`config.mk`:
```
export PLATFORM = sky130hd
export DESIGN_NAME = arp_cache_and_responder
export DESIGN_NICKNAME = d
export VERILOG_FILES = /design/src/hw/rtl/arpc_pkg.sv /design/src/hw/rtl/arpc_ctrl.sv /design/src/hw/rtl/arpc_dp.sv /design/src/hw/rtl/arp_cache_and_responder.sv
export SDC_FILE = /design/constraint.sdc
export NUM_CORES = 2
export LEC_CHECK = 0
export BUFFER_PORTS_ARGS = -buffer_cell sky130_fd_sc_hd__buf_2
export CAP_MARGIN = 20
export CELL_PAD_IN_SITES_DETAIL_PLACEMENT = 1
export CELL_PAD_IN_SITES_GLOBAL_PLACEMENT = 1
export CORE_MARGIN = 10
export CORE_UTILIZATION = 25
export DETAILED_ROUTE_END_ITERATION = 6
export PLACE_DENSITY_LB_ADDON = 0.1
export SLEW_MARGIN = 20
export SYNTH_ARGS = -nofsm -noshare
export SYNTH_HDL_FRONTEND = slang
export SYNTH_SLANG_ARGS = --single-unit
```
`constraint.sdc`:
```
create_clock -name clk -period 13.15 [get_ports clk]
set_clock_uncertainty 0.05 [all_clocks]
set_input_delay 1.315 -clock clk [delete_from_list [all_inputs] [get_ports clk]]
set_output_delay 1.315 -clock clk [all_outputs]
set_load 0.005 [all_outputs]
```
`src/hw/rtl/arpc_pkg.sv`:
```
// Shared types and constants of the ARP cache and responder.
`default_nettype none

package arpc_pkg;

  localparam int unsigned DEF_CACHE_ENTRIES = 8;

  localparam int unsigned IN_TDATA_W  = 176;
  localparam int unsigned IN_TUSER_W  = 2;
  localparam int unsigned OUT_TDATA_W = 80;
  localparam int unsigned OUT_TUSER_W = 3;
  localparam int unsigned CFG_DATA_W  = 64;
  localparam int unsigned CFG_ADDR_W  = 4;

  localparam logic [1:0] FUNC_RESOLVE = 2'd0;
  localparam logic [1:0] FUNC_PACKET  = 2'd1;
  localparam logic [1:0] FUNC_UPDATE  = 2'd2;

  localparam logic [2:0] ACT_HIT    = 3'd0;
  localparam logic [2:0] ACT_MISS   = 3'd1;
  localparam logic [2:0] ACT_ACCEPT = 3'd2;
  localparam logic [2:0] ACT_REPLY  = 3'd3;
  localparam logic [2:0] ACT_DROP   = 3'd4;

  localparam logic [15:0] HTYPE_ETHERNET = 16'h0001;
  localparam logic [15:0] PTYPE_IPV4     = 16'h0800;
  localparam logic [15:0] OPCODE_REQUEST = 16'h0001;
  localparam logic [10:0] MIN_ARP_LEN    = 11'd28;

  typedef struct packed {
    logic load;
    logic lookup;
    logic commit;
  } ctrl_cmd_t;

  typedef struct packed {
    logic out_free;
  } ctrl_sts_t;

endpackage

`default_nettype wire

```
`src/hw/rtl/arpc_ctrl.sv`:
```
// Controller state machine sequencing accept, lookup and commit of one word.
`default_nettype none

module arpc_ctrl (
  input  wire logic               clk,
  input  wire logic               rst_n,
  input  wire logic               in_tvalid,
  output logic                    in_tready,
  input  wire arpc_pkg::ctrl_sts_t sts,
  output arpc_pkg::ctrl_cmd_t     cmd
);
  import arpc_pkg::*;

  localparam logic [1:0] S_IDLE = 2'd0;
  localparam logic [1:0] S_LOOK = 2'd1;
  localparam logic [1:0] S_ACT  = 2'd2;

  logic [1:0] state_r;
  logic [1:0] state_nxt;

  always_comb begin
    state_nxt  = state_r;
    cmd.load   = 1'b0;
    cmd.lookup = 1'b0;
    cmd.commit = 1'b0;
    unique case (state_r)
      S_IDLE: begin
        if (in_tvalid) begin
          cmd.load  = 1'b1;
          state_nxt = S_LOOK;
        end
      end
      S_LOOK: begin
        cmd.lookup = 1'b1;
        state_nxt  = S_ACT;
      end
      S_ACT: begin
        if (sts.out_free) begin
          cmd.commit = 1'b1;
          state_nxt  = S_IDLE;
        end
      end
      default: state_nxt = S_IDLE;
    endcase
  end

  assign in_tready = (state_r == S_IDLE);

  always_ff @(posedge clk) begin
    if (!rst_n) begin
      state_r <= S_IDLE;
    end else begin
      state_r <= state_nxt;
    end
  end

endmodule

`default_nettype wire

```
`src/hw/rtl/arpc_dp.sv`:
```
// Datapath with the input register, cache entries, MAC memory and result register.
`default_nettype none

module arpc_dp #(
  parameter int unsigned CACHE_ENTRIES = arpc_pkg::DEF_CACHE_ENTRIES
) (
  input  wire logic                                clk,
  input  wire logic                                rst_n,
  input  wire arpc_pkg::ctrl_cmd_t                 cmd,
  output arpc_pkg::ctrl_sts_t                      sts,
  input  wire logic [arpc_pkg::IN_TDATA_W-1:0]     in_tdata,
  input  wire logic [arpc_pkg::IN_TUSER_W-1:0]     in_tuser,
  input  wire logic [31:0]                         own_ip,
  output logic                                     out_tvalid,
  input  wire logic                                out_tready,
  output logic [arpc_pkg::OUT_TDATA_W-1:0]         out_tdata,
  output logic [arpc_pkg::OUT_TUSER_W-1:0]         out_tuser
);
  import arpc_pkg::*;

  localparam int unsigned IDX_W = (CACHE_ENTRIES > 1) ? $clog2(CACHE_ENTRIES) : 1;

  logic [IN_TDATA_W-1:0]  data_r;
  logic [IN_TUSER_W-1:0]  func_r;

  logic [31:0] ip_in;
  logic [47:0] mac_in;
  logic [31:0] tip_in;
  logic [15:0] hw_in;
  logic [15:0] proto_in;
  logic [15:0] op_in;
  logic [10:0] len_in;

  logic [31:0]              entry_ip_r [CACHE_ENTRIES];
  logic [CACHE_ENTRIES-1:0] entry_valid_r;
  logic [47:0]              mac_mem [CACHE_ENTRIES];
  logic [IDX_W-1:0]         next_slot_r;
  logic [IDX_W-1:0]         next_slot_nxt;

  logic [CACHE_ENTRIES-1:0] match;
  logic                     hit;
  logic [IDX_W-1:0]         hit_idx;

  logic             hit_r;
  logic [IDX_W-1:0] hit_idx_r;
  logic [47:0]      mac_rd_r;

  logic             pkt_ok;
  logic             wr_en;
  logic [IDX_W-1:0] wr_idx;
  logic [2:0]       action;
  logic [47:0]      mac_res;
  logic [31:0]      ip_res;

  logic                   out_valid_r;
  logic [OUT_TDATA_W-1:0] out_data_r;
  logic [OUT_TUSER_W-1:0] out_user_r;

  assign ip_in    = data_r[31:0];
  assign mac_in   = data_r[79:32];
  assign tip_in   = data_r[111:80];
  assign hw_in    = data_r[127:112];
  assign proto_in = data_r[143:128];
  assign op_in    = data_r[159:144];
  assign len_in   = data_r[170:160];

  always_ff @(posedge clk) begin
    if (cmd.load) begin
      data_r <= in_tdata;
      func_r <= in_tuser;
    end
  end

  always_comb begin
    for (int k = 0; k < CACHE_ENTRIES; k++) begin
      match[k] = entry_valid_r[k] && (entry_ip_r[k] == ip_in);
    end
  end

  always_comb begin
    hit_idx = '0;
    for (int k = CACHE_ENTRIES - 1; k >= 0; k--) begin
      if (match[k]) begin
        hit_idx = IDX_W'(k);
      end
    end
  end

  assign hit = |match;

  always_ff @(posedge clk) begin
    if (cmd.lookup) begin
      hit_r     <= hit;
      hit_idx_r <= hit_idx;
      mac_rd_r  <= mac_mem[hit_idx];
    end
  end

  always_comb begin
    pkt_ok  = (len_in >= MIN_ARP_LEN) && (hw_in == HTYPE_ETHERNET) && (proto_in == PTYPE_IPV4);
    wr_en   = 1'b0;
    action  = ACT_DROP;
    mac_res = '0;
    ip_res  = '0;
    case (func_r)
      FUNC_RESOLVE: begin
        if (hit_r) begin
          action  = ACT_HIT;
          mac_res = mac_rd_r;
        end else begin
          action = ACT_MISS;
          ip_res = ip_in;
        end
      end
      FUNC_PACKET: begin
        if (pkt_ok) begin
          wr_en = 1'b1;
          if ((op_in == OPCODE_REQUEST) && (tip_in == own_ip)) begin
            action  = ACT_REPLY;
            mac_res = mac_in;
            ip_res  = ip_in;
          end else begin
            action = ACT_ACCEPT;
          end
        end
      end
      FUNC_UPDATE: begin
        wr_en  = 1'b1;
        action = ACT_ACCEPT;
      end
      default: action = ACT_DROP;
    endcase
  end

  assign wr_idx = hit_r ? hit_idx_r : next_slot_r;

  always_comb begin
    if (next_slot_r == IDX_W'(CACHE_ENTRIES - 1)) begin
      next_slot_nxt = '0;
    end else begin
      next_slot_nxt = next_slot_r + IDX_W'(1);
    end
  end

  always_ff @(posedge clk) begin
    if (cmd.commit && wr_en) begin
      mac_mem[wr_idx] <= mac_in;
      if (!hit_r) begin
        entry_ip_r[next_slot_r] <= ip_in;
      end
    end
  end

  always_ff @(posedge clk) begin
    if (!rst_n) begin
      entry_valid_r <= '0;
      next_slot_r   <= '0;
    end else if (cmd.commit && wr_en && !hit_r) begin
      entry_valid_r[next_slot_r] <= 1'b1;
      next_slot_r                <= next_slot_nxt;
    end
  end

  always_ff @(posedge clk) begin
    if (!rst_n) begin
      out_valid_r <= 1'b0;
    end else if (cmd.commit) begin
      out_valid_r <= 1'b1;
    end else if (out_tready) begin
      out_valid_r <= 1'b0;
    end
  end

  always_ff @(posedge clk) begin
    if (cmd.commit) begin
      out_data_r <= {ip_res, mac_res};
      out_user_r <= action;
    end
  end

  assign sts.out_free = !out_valid_r || out_tready;
  assign out_tvalid   = out_valid_r;
  assign out_tdata    = out_data_r;
  assign out_tuser    = out_user_r;

endmodule

`default_nettype wire

```
`src/hw/rtl/arp_cache_and_responder.sv`:
```
// Top level of the ARP cache and responder with its configuration registers.
//
// Channel  Direction  Handshake                 Contents
// in_      input      in_tvalid / in_tready     tdata: request fields, tuser: func
// out_     output     out_tvalid / out_tready   tdata: mac_out, ip_out, tuser: action
// cfg      input      psel / penable / pready   own_ip at 0x0, own_mac at 0x8
//
// A word is accepted in the idle state. The lookup state registers the parallel IP compare
// and MAC memory read, and the act state writes the cache back and loads the result
// register. The input is taken again in the cycle after the commit. A result waiting on
// out_tready holds the commit of the following word. Reset clears all valid bits at once;
// there is no sweep.
`default_nettype none

module arp_cache_and_responder #(
  parameter int unsigned CACHE_ENTRIES = arpc_pkg::DEF_CACHE_ENTRIES
) (
  input  wire logic                              clk,
  input  wire logic                              rst_n,
  input  wire logic                              in_tvalid,
  output logic                                   in_tready,
  // ip_address[31:0], mac_address[79:32], tgt_ip[111:80], hw_type[127:112],
  // proto_type[143:128], opcode[159:144], pkt_len[170:160], zero fill above.
  input  wire logic [arpc_pkg::IN_TDATA_W-1:0]   in_tdata,
  // func[1:0].
  input  wire logic [arpc_pkg::IN_TUSER_W-1:0]   in_tuser,
  output logic                                   out_tvalid,
  input  wire logic                              out_tready,
  // mac_out[47:0], ip_out[79:48].
  output logic [arpc_pkg::OUT_TDATA_W-1:0]       out_tdata,
  // action[2:0].
  output logic [arpc_pkg::OUT_TUSER_W-1:0]       out_tuser,
  input  wire logic                              psel,
  input  wire logic                              penable,
  input  wire logic                              pwrite,
  input  wire logic [arpc_pkg::CFG_ADDR_W-1:0]   paddr,
  input  wire logic [arpc_pkg::CFG_DATA_W-1:0]   pwdata,
  output logic [arpc_pkg::CFG_DATA_W-1:0]        prdata,
  output logic                                   pready
);
  import arpc_pkg::*;

  ctrl_cmd_t   cmd;
  ctrl_sts_t   sts;
  logic [31:0] own_ip_r;
  logic [47:0] own_mac_r;
  logic        cfg_wr;

  assign pready = 1'b1;
  assign cfg_wr = psel && penable && pwrite && pready;

  always_ff @(posedge clk) begin
    if (!rst_n) begin
      own_ip_r  <= '0;
      own_mac_r <= '0;
    end else if (cfg_wr) begin
      if (paddr[3]) begin
        own_mac_r <= pwdata[47:0];
      end else begin
        own_ip_r <= pwdata[31:0];
      end
    end
  end

  assign prdata = paddr[3] ? {16'd0, own_mac_r} : {32'd0, own_ip_r};

  arpc_ctrl u_ctrl (
    .clk       (clk),
    .rst_n     (rst_n),
    .in_tvalid (in_tvalid),
    .in_tready (in_tready),
    .sts       (sts),
    .cmd       (cmd)
  );

  arpc_dp #(
    .CACHE_ENTRIES (CACHE_ENTRIES)
  ) u_dp (
    .clk        (clk),
    .rst_n      (rst_n),
    .cmd        (cmd),
    .sts        (sts),
    .in_tdata   (in_tdata),
    .in_tuser   (in_tuser),
    .own_ip     (own_ip_r),
    .out_tvalid (out_tvalid),
    .out_tready (out_tready),
    .out_tdata  (out_tdata),
    .out_tuser  (out_tuser)
  );

`ifndef SYNTHESIS
  a_busy_after_accept: assert property (@(posedge clk) disable iff (!rst_n)
    in_tvalid && in_tready |=> !in_tready)
    else $error("Input taken again right after an accept.");

  a_no_payload_without_meaning: assert property (@(posedge clk) disable iff (!rst_n)
    out_tvalid && (out_tuser == ACT_ACCEPT || out_tuser == ACT_DROP) |-> out_tdata == '0)
    else $error("Accept or drop result carries a payload.");

  a_hit_has_no_ip: assert property (@(posedge clk) disable iff (!rst_n)
    out_tvalid && out_tuser == ACT_HIT |-> out_tdata[79:48] == 32'd0)
    else $error("Hit result carries an IP.");
`endif

endmodule

`default_nettype wire
```
==> flow_metrics.tcl <==
set metrics [dict create \
    max_freq_mhz 211 \
    path_max_fanout 33 \
    grt_pass1_wl_mm 192 \
    crit_type "reg -> reg" \
    drive_gt1_frac 0.226 \
    max-cap-violations 0 \
    syn_to_final_growth_pct 20.4 \
    synth_ff_type "edfxtp_1" \
    detail-route-antenna-nets 0 \
    row_count 148 \
    synth_compound_area_frac 0.0566 \
    synthAdderAreaFrac 0.00182 \
    grt.overflow.total 0 \
    cpMostUsedCell "buf_4" \
    cts_resized 0 \
    post_cts_buffers 0 \
    critical_path_buf_inv_count 2 \
    async_flop_share 0 \
    synth_edf_count 946 \
    drtPass1Iterations 7 \
    yosys.area_share.simple 0.112 \
    synth_xor_area_frac 0.0602 \
    slowest_delay_ps 800 \
    setup_viol 0 \
    holdBufCountCts 0 \
    viasPerCell 4.50 \
    required_ps 13690 \
    fillers 17239 \
    cts_buffer_depth 3 \
    vdd_drop_max_mv 0.118 \
    numClockSinks 1040 \
    crit_path_end_kind "register" \
    final.period_utilization 0.360 \
    synth.mux.area_fraction 0.00900 \
    netlist_instances 2694 \
    ys_warn_count 0 \
    grt_max_degree 95 \
    tns_ps 0 \
    total_power_mw 7.38 \
    layout.nets 3374 \
    maxSlewHeadroom 0.285 \
    worstPathArrival_ps 5270 \
    p_leak_nw 16.6 \
    fin_crit_ps 4730 \
    synth-seq-cells 1040 \
    initialDrtViolationCount 1425 \
    syn_area_um2 41200 \
    route.detailed.drc 0 \
    core_um2 163000 \
    finalHoldViolCount 0 \
    synth_area_per_cell_um2 15.3 \
    wl_per_cell_um 24.9 \
    die_w_um 426 \
    start_kind "register" \
    fp.dieH_um 426 \
    dr_total_vias 24262 \
    cts.clk_slew.worst_paths_ps 50 \
    power.density_nw_per_um2 149 \
    ios 403 \
    track_usage 0.145 \
    cts_tree "done" \
    path_cells "buf_4, xor2_1, nor4_1, nand4_1, nor4_2, o21bai_1, a21oi_4, buf_4, nor3_1, nor3_2" \
    hold_class "reg -> reg" \
    start_util 0.252 \
    slew_violations 0 \
    clock-root-buffer "clkbuf_16" \
    yosysTopAreaCell "edfxtp_1" \
    ys_types 62 \
    port_buffers 359 \
    clk_latency_ps 770 \
    yosys-top-cells-area "edfxtp_1, dfxtp_1, xnor2_1" \
    cts.htree.levels 4 \
    cp_top_family "simple AND/OR/NAND/NOR gates" \
    cts_buffers 131 \
    synth_top_family_by_area "simple AND/OR/NAND/NOR gates" \
    gp_congestion 0.745 \
    hpwl_mm 78.0 \
    ys_seq_area_frac 0.736 \
    rsz0062_at_grt "false" \
    mostFrequentLayoutCells "edfxtp_1, buf_2, nand2_1" \
    grt_antenna_before_repair 29 \
    grt_pass1_vias 27071 \
    layout_commonest_cell "edfxtp_1" \
    tightest_slew_ps 1060 \
    die_area_um2 181000 \
    cp_slowest_cell "nor4_2" \
    synth_top_area_share 0.690 \
    totalWireLength_mm 134 \
    status "complete, no violations" \
]
==> logic make-up after synthesis <==
family,after synthesis
XOR/XNOR,283
adder cells (fa/ha/maj),6
buffers and inverters,175
multiplexers,33
flip-flops,1040
AO/OA/AOI/OAI,314
AND/OR/NAND/NOR,841
other,2
==> routing by layer <==
layer	global-route usage	wire, um	vias to the layer above
li1	-	-	10944
met1	0.174	56600	12597
met2	0.255	68200	483
met3	0.0342	6020	210
met4	0.0419	3100	28
met5	0	166	-
==> layout make-up <==
class,instances,area (um2),share of cell area
Antenna cell,4,10.0,0.000202
Multi-Input combinational cell,1494,10100,0.204
Sequential cell,1040,30300,0.611
Inverter,15,56.3,0.00114
Clock buffer,174,3560,0.0719
Tap cell,2175,2720,0.0549
Timing Repair Buffer,433,2360,0.0475
Clock inverter,61,464,0.00936
==> sequential cells by signal, summed over array words and instances (netlist names) <==
register,cells
own_mac_r,48
u_dp.hit_r,1
u_dp.out_tvalid,1
u_dp.data_r,169
u_dp.out_tuser,3
own_ip_r,32
u_dp.next_slot_r,3
u_dp.entry_valid_r,8
u_dp.hit_idx_r,3
u_dp.mac_mem,384
u_dp.func_r,2
u_dp.out_tdata,80
u_dp.entry_ip_r,256
u_dp.mac_rd_r,48
u_ctrl.state_r,2
==> synth_stat cells, drive strengths merged (6+ instances only) <==
cell,instances
edfxtp,946
nand2,188
xnor2,142
xor2,141
nor2,127
nor3,117
buf,105
dfxtp,94
a21boi,84
nor4,77
nand3,69
nand4,66
clkbuf,55
nand2b,53
and2,52
o21ai,50
o22ai,50
a22o,49
o211ai,49
and3b,48
mux2,32
inv,15
o21a,10
nor4b,9
a21oi,8
and3,7
or4,7
ha,6
nand4b,6
==> stage by stage <==
stage | instances | worst slack, ps | hold WS (ps) | util | area (um2)
final | 5396 | 8420 | 412 | 0.304 | 49600
after global routing | 5395 | 8040 | 436 | 0.304 | 49600
after CTS | 5392 | 8230 | 419 | 0.304 | 49600
after detailed placement | 5157 | 8260 | 411 | 0.279 | 45500
after global placement | 5157 | 8400 | 400 | 0.279 | 45500
after floorplan | 2709 | 3240 | 389 | - | 41200
==> worst reg2reg max path: stages (launching register included) <==
cell and delay (ps):
edfxtp_1 730, buf_4 350, xor2_1 140, nor4_1 300, nand4_1 190, nor4_2 800
o21bai_1 270, a21oi_4 740, buf_4 660, nor3_1 150, nor3_2 200
==> final timing paths <==
kind	endpoint	depth (start not counted)	start	slack (ps)
max reg2reg	u_dp.mac_rd_r[32]$_DFFE_PN_	10	u_dp.data_r[7]$_DFFE_PP_	8420
max	u_dp.mac_rd_r[32]$_DFFE_PN_	10	u_dp.data_r[7]$_DFFE_PP_	8420
min	own_mac_r[9]$_SDFFE_PN0P_	2	own_mac_r[9]$_SDFFE_PN0P_	410
min reg2reg	own_mac_r[9]$_SDFFE_PN0P_	2	own_mac_r[9]$_SDFFE_PN0P_	410
==> power breakdown <==
| part | switching, mW | internal (mW) | total, mW |
|---|---|---|---|
| clock network | 1.41 | 1.99 | 3.40 |
| registers | 0.0427 | 3.67 | 3.71 |
| logic | 0.181 | 0.0903 | 0.272 |
| total | 1.64 | 5.75 | 7.38 |
No activity file was read; power rests on OpenSTA's default activity.
